`config.mk`:
```
export PLATFORM = sky130hd
export DESIGN_NAME = ordered_list_append_delete
export DESIGN_NICKNAME = d
export VERILOG_FILES = /design/src/rtl/core/olad_pkg.sv /design/src/rtl/core/ordered_list_append_delete.sv
export SDC_FILE = /design/constraint.sdc
export NUM_CORES = 1
export LEC_CHECK = 0
export BUFFER_PORTS_ARGS = -buffer_cell sky130_fd_sc_hd__buf_2
export CAP_MARGIN = 20
export CORE_ASPECT_RATIO = 1.2
export CORE_MARGIN = 8
export CORE_UTILIZATION = 45
export CTS_CLUSTER_DIAMETER = 100
export DETAILED_ROUTE_END_ITERATION = 10
export PLACE_DENSITY_LB_ADDON = 0.1
export SLEW_MARGIN = 40
export SYNTH_ARGS = -nofsm -noshare
export SYNTH_HDL_FRONTEND = slang
export SYNTH_SLANG_ARGS = --single-unit
export TNS_END_PERCENT = 30
```
`constraint.sdc`:
```
create_clock -name clk_i -period 4.6 [get_ports clk_i]
set_clock_uncertainty 0.2 [all_clocks]
set_input_delay 0.46 -clock clk_i [delete_from_list [all_inputs] [get_ports clk_i]]
set_output_delay 0.46 -clock clk_i [all_outputs]
set_load 0.05 [all_outputs]
```
`src/rtl/core/olad_pkg.sv`:
```
// Package with the request and result types and the sequencer states of the ordered list.
`timescale 1ns / 1ps
package olad_pkg;

  localparam int unsigned ValueW     = 32;
  localparam int unsigned PosW       = 4;
  localparam int unsigned MaxResults = 16;

  localparam logic OpAppend = 1'b0;
  localparam logic OpDelete = 1'b1;

  typedef struct packed {
    logic                     op;
    logic signed [ValueW-1:0] value;
  } req_t;

  typedef struct packed {
    logic signed [ValueW-1:0] element;
    logic        [PosW-1:0]   position;
    logic                     is_last;
  } res_t;

  typedef enum logic [2:0] {
    StIdle,
    StSearchRd,
    StSearchCmp,
    StShiftRd,
    StShiftWr,
    StList
  } state_e;

endpackage

```
`src/rtl/core/ordered_list_append_delete.sv`:
```
// Top level of the ordered list with append at the tail and delete of the first match.
`timescale 1ns / 1ps
// The block keeps an ordered list of signed 32-bit values in a store of CAPACITY words.
// A request transfer happens at a rising edge with start high and busy low. An append
// (op 0) writes its value behind the tail unless the list is full; a delete (op 1)
// searches from the head for the first equal entry and moves every entry behind it up
// one place. After each request the whole list is sent from head to tail, one result
// transfer per entry, each on res_o for exactly one cycle marked by res_valid_o, with
// is_last set on the last entry sent. An empty list sends nothing. Only the first sixteen
// entries are listed when CAPACITY is larger.
// All work goes through one single-port-read store and one comparator and incrementer
// under a small sequencer. An append writes its entry and then lists. A delete reads and
// compares each entry searched, reads and writes each entry moved, closes the move and
// then lists the entries. The last result is shown in the first cycle with busy low, so
// a new request can overlap it. Reset empties the list and returns the sequencer to idle;
// the store itself is not cleared, since only written entries are ever read. The
// receiver cannot stall, so results are never held back.
module ordered_list_append_delete #(
  parameter int unsigned CAPACITY = 16
) (
  input  logic             clk_i,
  input  logic             rst_ni,
  input  logic             start,
  output logic             busy,
  input  olad_pkg::req_t   req_i,
  output logic             res_valid_o,
  output olad_pkg::res_t   res_o
);
  import olad_pkg::*;

  localparam int unsigned AW      = $clog2(CAPACITY);
  localparam int unsigned LW      = $clog2(CAPACITY + 1);
  localparam int unsigned ListMax = (CAPACITY < MaxResults) ? CAPACITY : MaxResults;

  state_e state_q, state_d;
  logic [LW-1:0] len_q, len_d;
  logic [LW-1:0] idx_q, idx_d;
  logic [ValueW-1:0] val_q, val_d;

  // Store and its registered read port.
  logic [ValueW-1:0] mem [CAPACITY];
  logic              we;
  logic [AW-1:0]     waddr;
  logic [ValueW-1:0] wdata;
  logic              re;
  logic [AW-1:0]     raddr;
  logic [ValueW-1:0] rdata_q;

  // Result register.
  logic            emit_q, emit_d;
  logic [PosW-1:0] pos_q, pos_d;
  logic            last_q, last_d;

  // Shared compare and increment unit.
  logic [LW-1:0] idx_inc;
  logic          idx_at_end;
  logic          hit;
  logic [LW-1:0] count;
  logic          accept;

  assign idx_inc    = idx_q + LW'(1);
  assign idx_at_end = (idx_inc == len_q);
  assign hit        = (rdata_q == val_q);
  assign count      = (len_q > LW'(ListMax)) ? LW'(ListMax) : len_q;
  assign accept     = start && !busy;

  always_ff @(posedge clk_i) begin
    if (we) begin
      mem[waddr] <= wdata;
    end
  end

  always_ff @(posedge clk_i) begin
    if (re) begin
      rdata_q <= mem[raddr];
    end
  end

  // Next state.
  always_comb begin
    state_d = state_q;
    unique case (state_q)
      StIdle: begin
        if (accept) begin
          if (req_i.op == OpAppend) begin
            state_d = StList;
          end else if (len_q != '0) begin
            state_d = StSearchRd;
          end
        end
      end
      StSearchRd: begin
        state_d = StSearchCmp;
      end
      StSearchCmp: begin
        if (hit) begin
          state_d = StShiftRd;
        end else if (idx_at_end) begin
          state_d = StList;
        end else begin
          state_d = StSearchRd;
        end
      end
      StShiftRd: begin
        if (idx_inc < len_q) begin
          state_d = StShiftWr;
        end else if (len_q == LW'(1)) begin
          state_d = StIdle;
        end else begin
          state_d = StList;
        end
      end
      StShiftWr: begin
        state_d = StShiftRd;
      end
      StList: begin
        if (idx_inc >= count) begin
          state_d = StIdle;
        end
      end
      default: state_d = StIdle;
    endcase
  end

  // Datapath control.
  always_comb begin
    len_d  = len_q;
    idx_d  = idx_q;
    val_d  = val_q;
    we     = 1'b0;
    waddr  = idx_q[AW-1:0];
    wdata  = rdata_q;
    re     = 1'b0;
    raddr  = idx_q[AW-1:0];
    emit_d = 1'b0;
    pos_d  = pos_q;
    last_d = last_q;
    unique case (state_q)
      StIdle: begin
        idx_d = '0;
        if (accept) begin
          val_d = req_i.value;
          if ((req_i.op == OpAppend) && (len_q < LW'(CAPACITY))) begin
            we    = 1'b1;
            waddr = len_q[AW-1:0];
            wdata = req_i.value;
            len_d = len_q + LW'(1);
          end
        end
      end
      StSearchRd: begin
        re = 1'b1;
      end
      StSearchCmp: begin
        if (!hit) begin
          idx_d = idx_at_end ? '0 : idx_inc;
        end
      end
      StShiftRd: begin
        if (idx_inc < len_q) begin
          re    = 1'b1;
          raddr = idx_inc[AW-1:0];
        end else begin
          len_d = len_q - LW'(1);
          idx_d = '0;
        end
      end
      StShiftWr: begin
        we    = 1'b1;
        idx_d = idx_inc;
      end
      StList: begin
        re     = 1'b1;
        emit_d = 1'b1;
        pos_d  = PosW'(idx_q);
        last_d = (idx_inc == count);
        idx_d  = idx_inc;
      end
      default: begin
        idx_d = '0;
      end
    endcase
  end

  always_ff @(posedge clk_i or negedge rst_ni) begin
    if (!rst_ni) begin
      state_q <= StIdle;
      len_q   <= '0;
      idx_q   <= '0;
      emit_q  <= 1'b0;
    end else begin
      state_q <= state_d;
      len_q   <= len_d;
      idx_q   <= idx_d;
      emit_q  <= emit_d;
    end
  end

  always_ff @(posedge clk_i) begin
    val_q  <= val_d;
    pos_q  <= pos_d;
    last_q <= last_d;
  end

  assign busy           = (state_q != StIdle);
  assign res_valid_o    = emit_q;
  assign res_o.element  = rdata_q;
  assign res_o.position = pos_q;
  assign res_o.is_last  = last_q;

  // The fill count never passes the store size.
  a_len_bound: assert property (@(posedge clk_i) disable iff (!rst_ni)
    len_q <= LW'(CAPACITY))
    else $error("list length beyond capacity");

  // A result that is not marked last is followed at once by the next position.
  a_list_contiguous: assert property (@(posedge clk_i) disable iff (!rst_ni)
    (res_valid_o && !res_o.is_last) |=>
      (res_valid_o && (res_o.position == PosW'($past(res_o.position) + 1'b1))))
    else $error("listing broken before the tail");

  // While the listing is unfinished, no new request can be taken.
  a_busy_mid_list: assert property (@(posedge clk_i) disable iff (!rst_ni)
    (res_valid_o && !res_o.is_last) |-> busy)
    else $error("idle in the middle of a listing");

  // An append always leaves a non-empty list to send.
  a_append_lists: assert property (@(posedge clk_i) disable iff (!rst_ni)
    (start && !busy && (req_i.op == OpAppend)) |=> (busy && (len_q != '0)))
    else $error("append did not start a listing");

endmodule
```
==> results.md, run 1 <==
- Status: complete, no violations
- Critical path required time: 4880 ps
- # DRC: 0
- I/O pins: 75
- Post-synth EDFFs: 581
- CTS tree: built
- Die H: 280 µm
- Max Cap Viol: 0
- First-pass GRT wire length: 113000 µm
- Leakage power: 0.00961 µW
- PortBufs: 74
- Reg-to-reg setup timing slack: 470 ps
- PwrDens: 657 nW/µm²
- Die extent in x: 236 µm
- Final setup viols: 0
- Worst hold path type: input pin to asynchronous set/reset pin
- CP Capture Type: flip-flop
- # Post-CTS Setup Buffers: 0
- Top FF cell, synth: edfxtp_1
- Worst slew margin: 0.431
- Initial Utilization: 0.456
- Number of library cell types mapped by synthesis: 68
- Clock sink count: 595
- Pins Over Slew Limit: 0
- DR WL/cell: 30.2 µm
- Kind of start point of the critical path: flip-flop
- Commonest cells in the netlist: edfxtp_1 (581), mux2i_1 (94), nand2_1 (80)
- Inserted Diodes: 0
- Pre-CTS setup slack: 474 ps
- Worst skew pair latency: 630 ps
- Worst Path Max Fanout: 48
- Tot Pwr: 19900 µW
- Worst-path clk slew: 60 ps
- Yosys top cell by area: edfxtp_1
- Detailed Route WL: 77500 µm
- Root Buffer: clkbuf_16
- Area growth, synth to finish: 15.6%
- Core box area: 57300 µm²
- Synth Register Bits: 595
- FFs w/ async S/R, synth: 0.0235
- Initial antenna violation count: 0
- GR Overflow Total: 0
- Via/cell ratio: 6.41
- Share of cells above drive strength 1: 0.214
- Crit Path Class: flip-flop to flip-flop
- Dpl hpwl: 45100 µm
- Peak Freq: 242 MHz
- Top cells by area, synth: edfxtp_1 (67%), mux4_2 (4.5%), mux2i_1 (3.6%)
- Critical path arrival: 4410 ps
- All-Layer GR Usage: 0.231
- First DRT Iteration DRCs: 1442
- RD Place Congestion: 0.801
- Mapped Avg Cell Area: 15.6 µm²
- Longest Clk Path Bufs: 3
- Layout Nets: 1832
- Die footprint: 66100 µm²
- Htree depth: 2
- Vias in the first global route: 16600
- Final TNS setup: 0 ps
- Std cell rows: 96
- Syn. warnings: 0
- Final hold violation count: 0
- Sequential-to-total area share from yosys stat: 0.681
- Routed vias: 16500
- Min cycle time layout: 4130 ps
- RSZ-0062 raised after global routing: no
- Net Count, Synth: 1725
- Top cell type's share of synthesized area: 0.668
- Fill count: 4689
- Largest net degree at the start of global routing: 128
- Fin worst setup slack: 474 ps
- Cts repair resizes: 0
- Fin crit share: 0.897
- VDD IR max: 381 µV
- DRT Pass-1 Iters: 5
- Final antenna-violating net count: 0
- Synth Instances: 1676
- Inserted Clock Buffers: 60
- Top-count cell post-synth: edfxtp_1
- Least-Margin Pin Slew: 854 ps
- Mapped Area: 26100 µm²
[metal layers]
metal / vias to the layer above / global-route usage / wire length [µm]
li1: 7108 / - / -
met1: 8635 / 0.305 / 32100
met2: 591 / 0.394 / 38400
met3: 138 / 0.0335 / 4780
met4: 0 / 0.0710 / 2220
met5: - / 0 / 0
[sequential cells by signal, summed over array words and instances, names as in the netlist]
signal / count
rdata_q: 32
res_valid_o: 1
pos_q: 4
state_q: 3
mem: 512
len_q: 5
idx_q: 5
val_q: 32
last_q: 1
[path summary, 6_finish.rpt]
path,startpoint,endpoint,depth (start not counted)
min in group clk_i,start,state_q[0],4
max in group asynchronous,rst_ni,idx_q[0],2
setup reg to reg,idx_q[0],rdata_q[27],14
setup / recovery,idx_q[0],rdata_q[27],14
hold / removal,rst_ni,state_q[2],2
hold reg to reg,idx_q[4],idx_q[4],1
[layout by cell type (no fill, tap or decap), types with 5 or more instances in the layout]
cell / n
o22ai_1: 72
nor3_1: 10
edfxtp_1: 581
o221ai_1: 67
buf_4: 40
xnor2_1: 39
clkbuf_16: 61
buf_2: 74
a2111oi_0: 6
o22a_1: 37
mux2_2: 69
nor2b_1: 7
nand2b_1: 8
o211ai_1: 5
o21ai_0: 41
clkinv_2: 12
dlygate4sd3_1: 33
clkinv_1: 18
nor2_1: 23
nand4_1: 18
o221a_1: 23
ha_1: 12
nand2_1: 79
nand3_1: 70
mux2i_1: 93
dfrtp_1: 12
buf_12: 20
a21oi_1: 71
clkbuf_1: 7
nor2_4: 17
bufinv_16: 11
a221oi_1: 31
inv_1: 15
a22oi_1: 26
mux4_2: 52
[worst max-delay path, stage by stage (launching register included)]
cell	delay, ps
dfrtp_4	440
ha_2	270
nand3_1	110
xnor2_1	210
ha_1	320
a21oi_1	170
buf_4	160
nand2_1	230
o21ai_4	220
buf_4	330
buf_4	540
o22ai_1	160
o21ai_0	320
nand3_1	110
nand3_1	90
[report_power, final]
group	total [µW]	internal [µW]	switching (µW)
clock	5130	3030	2100
sequential	7600	7230	365
combinational	7130	2260	4870
[cell families (layout without fill, tap and decap cells)]
group	Yosys count	after routing	share of synthesized area
AOI/OAI and AO/OA	410	410	0.115
xor gates and xnor gates	41	41	0.0137
adders and majority gates	13	13	0.00623
buffers and inverters	137	294	0.0218
DFF	595	595	0.681
muxes	217	217	0.112
and+or+nand+nor	263	263	0.0500
[cell type report]
cell class              count  area (µm²)  share of cell area
flip-flops and latches    595       17800               0.589
multi-input cells         944        7980               0.264
clock buffers              68        1550              0.0514
repair buffers            167        1400              0.0464
well taps                 735         920              0.0304
clock inverters            44         494              0.0164
inverters                  15        56.3             0.00186
[metrics by stage]
stage               instances  utilization  instance area (µm²)  hold WS (ps)
detailed placement       2423        0.486                27800           182
finish                   2568        0.527                30200          63.9
global placement         2423        0.486                27800           175
global route             2568        0.527                30200          70.2
floorplan                1676            -                26100         -35.6
CTS                      2568        0.527                30200          45.1
[repair_timing]
| action | in CTS | in global routing |
|---|---|---|
| setup endpoints to repair | 0 | 0 |
| hold endpoints to repair | 46 | 0 |
| hold buffers | 33 | 0 |
Power figures use the tool's default switching activity.
==> run 2, diff against run 1 <==
PLACE_DENSITY = 0.75   (was default)
PLACE_DENSITY_LB_ADDON = default   (was 0.1)
==> run 2 against run 1 <==
  * Non-clock buffer count is 3 lower
  * Sequential share of layout area is 0.57 points higher
  * Clock-buffer cell count decreased by 2
  * Combinational power fell by 3.2%
  * Cell count down 0.47%
  * Final area fell by 0.97%
  * Utilization down 0.51 points
  * Hold slack improved by 31 ps
  * Power decreased by 4.0%
  * Sequential power is essentially flat
  * Critical path type unchanged
  * Critical endpoint is now rdata_q[28]
  * Largest cell class unchanged
==> results.md, run 2 (synthesis results as in run 1) <==
- Highest-count cells in the layout ignoring fill and taps: edfxtp_1 (581), mux2i_1 (93), nand2_1 (79), buf_2 (74), o22ai_1 (72)
- Max reg flops: 512 (unchanged)
- Logic pwr share: 0.362 (+0.003)
- Fill count: 4478 (-4.5%)
- Longest Clk Path Bufs: 3 (unchanged)
- Number of cells in the finished layout apart from fillers: 2556 (-0.47%)
- Share of cells above drive strength 1: 0.210 (-0.00342)
- Die extent in x: 236 µm (unchanged)
- # DRC: 0 (unchanged)
- Via/cell ratio: 6.50 (+1.3%)
- Final antenna-violating net count: 0 (unchanged)
- Final TNS setup: 0 ps (unchanged)
- Detailed Route WL: 70800 µm (-8.6%)
- VDD IR max: 424 µV (+11%)
- Clock power share: 0.238 (-0.020)
- DR WL/cell: 27.7 µm (-8.2%)
- Crit Path Class: flip-flop to flip-flop
- First-pass GRT wire length: 105000 µm (-7.5%)
- Worst hold path type: input pin to asynchronous set/reset pin
- GR Overflow Total: 0 (unchanged)
- All-Layer GR Usage: 0.208 (-0.0231)
- Layout Nets: 1823 (-0.49%)
- Root Buffer: clkbuf_16
- Leakage power: 0.00948 µW (-1.4%)
- Worst slew margin: 0.413 (-0.0182)
- RD Place Congestion: 0.848 (+5.8%)
- Routed vias: 16600 (+0.83%)
- CP dominant cell by count: nand3_1
- Die H: 280 µm (unchanged)
- Die footprint: 66100 µm² (unchanged)
- Critical path buffers and inverters: 1 (-2)
- Htree depth: 2 (unchanged)
- CTS tree: built
- Cts repair resizes: 0 (unchanged)
- Fin crit share: 0.898 (about the same)
- Std cell rows: 96 (unchanged)
- Worst Path Max Fanout: 72 (+50%)
- Worst skew pair latency: 620 ps (about the same)
- Min cycle time layout: 4130 ps (+3.49 ps)
- Initial Utilization: 0.456 (unchanged)
- Status: complete, no violations
- Dpl hpwl: 40600 µm (-10%)
- Critical path arrival: 4400 ps (about the same)
- CP cell instances: ha_2 -> nand3_1 -> xnor2_1 -> ha_1 -> a21oi_1 -> nand2_1 -> o21ai_4 -> buf_4 -> o22ai_1 -> o21ai_0 -> nand3_1 -> nand3_1
- Switch share: 0.367 (-0.00206)
- First DRT Iteration DRCs: 1765 (+22%)
- Final hold violation count: 0 (unchanged)
- Largest registers: mem x512, rdata_q x32, val_q x32
- I/O pins: 75 (unchanged)
- PwrDens: 637 nW/µm² (-3.0%)
- Reg-to-reg setup timing slack: 470 ps (about the same)
- Hold WS: 95.2 ps (+31.2 ps)
- Core box area: 57300 µm² (unchanged)
- DRT Pass-1 Iters: 5 (unchanged)
- Initial antenna violation count: 3 (+3)
- Most common cell after layout, fill and taps aside: edfxtp_1
- Peak Freq: 242 MHz (about the same)
- Placed insts: 2418 (-0.21%)
- Cell internal pwr: 12100 µW (-3.6%)
- Pins Over Slew Limit: 0 (unchanged)
- Max incr delay on CP: 690 ps (+150 ps)
- Sw power: 7000 µW (-4.5%)
- Worst path slowest cell: buf_4
- Vias in the first global route: 17000 (+2.3%)
- Worst R2R End: rdata_q[28]
- Worst-path clk slew: 70 ps (about the same)
- Clock sink count: 595 (unchanged)
- Sequential share of power: 0.400 (+0.017)
- Inserted Clock Buffers: 54 (-10%)
- Max Cap Viol: 0 (unchanged)
- Worst path top cell family by delay: compound AO/OA/AOI/OAI gates
- Area growth, synth to finish: 14.5%
- PortBufs: 74 (unchanged)
- Most flop-heavy register: mem
- Largest net degree at the start of global routing: 154 (+20%)
- RSZ-0062 raised after global routing: no
- Critical path required time: 4870 ps (about the same)
- Final setup viols: 0 (unchanged)
- Least-Margin Pin Slew: 881 ps (+27.2 ps)
- Worst reg-to-reg path cell count: 12 (-2)
- Kind of start point of the critical path: flip-flop
- RR Startpoint: idx_q[0]
- CP Capture Type: flip-flop
-- run 2: worst max-delay path by stage --
stage / slack (ps) / cells past startpoint / end / start
6_report: 470 / 12 / rdata_q[28] / idx_q[0]
5_1_grt: 230 / 12 / rdata_q[11] / idx_q[0]
4_1_cts: 540 / 12 / rdata_q[5] / idx_q[0]
3_5_place_dp: 550 / 12 / rdata_q[5] / idx_q[0]
3_3_place_gp: 500 / 11 / rdata_q[1] / idx_q[0]
2_1_floorplan: 250 / 9 / mem[2][0] / state_q[0]
-- run 2: power groups by stage --
stage / Combinational (µW) / Clock [µW] / Sequential (µW)
detailed placement: 6770 / 0 / 7720
global route: 7300 / 4780 / 7650
floorplan: 4130 / 0 / 8100
finish: 6900 / 4550 / 7630
CTS: 6810 / 4590 / 7620
global placement: 6450 / 0 / 7720
-- run 2: area by class of cell --
type	instances	area, µm²	share of cell area
tap	735	920	0.0307
multi-input combinational	944	7980	0.267
antenna	1	2.50	0.0000836
inverter	15	56.3	0.00188
sequential	595	17800	0.595
clock buffer	66	1420	0.0474
clock inverter	36	363	0.0121
timing repair buffer	164	1380	0.0460
-- run 2: metal layers --
layer | global-route usage | part of all wire | up-vias
li1 | - | - | 7078
met1 | 0.262 | 0.38 | 8458
met2 | 0.348 | 0.48 | 880
met3 | 0.0436 | 0.097 | 186
met4 | 0.0869 | 0.040 | 6
met5 | 0 | 0.00055 | -
-- run 2: per-stage QoR --
step,total power (µW),worst slack [ps],util,instance area [µm²]
2_1_floorplan,12200,254,-,26100
3_3_place_gp,14200,500,0.484,27700
3_5_place_dp,14500,549,0.485,27800
4_1_cts,19000,538,0.521,29900
5_1_grt,19700,226,0.522,29900
6_report,19100,470,0.522,29900
-- run 2: what timing repair did --
action | CTS | global route
hold buffers | 33 | 0
endpoints found under the hold margin | 46 | 0
setup buffers | 0 | 0
endpoints found under the setup margin | 0 | 0
-- run 2: worst register-to-register path: cells and delay by family, from the launching register on --
family | cells | cell delay, ps
AOI/OAI and AO/OA | 4 | 1150
xor gates and xnor gates | 1 | 220
adders and majority gates | 2 | 600
buffers and inverters | 1 | 690
DFF | 1 | 440
and+or+nand+nor | 4 | 690
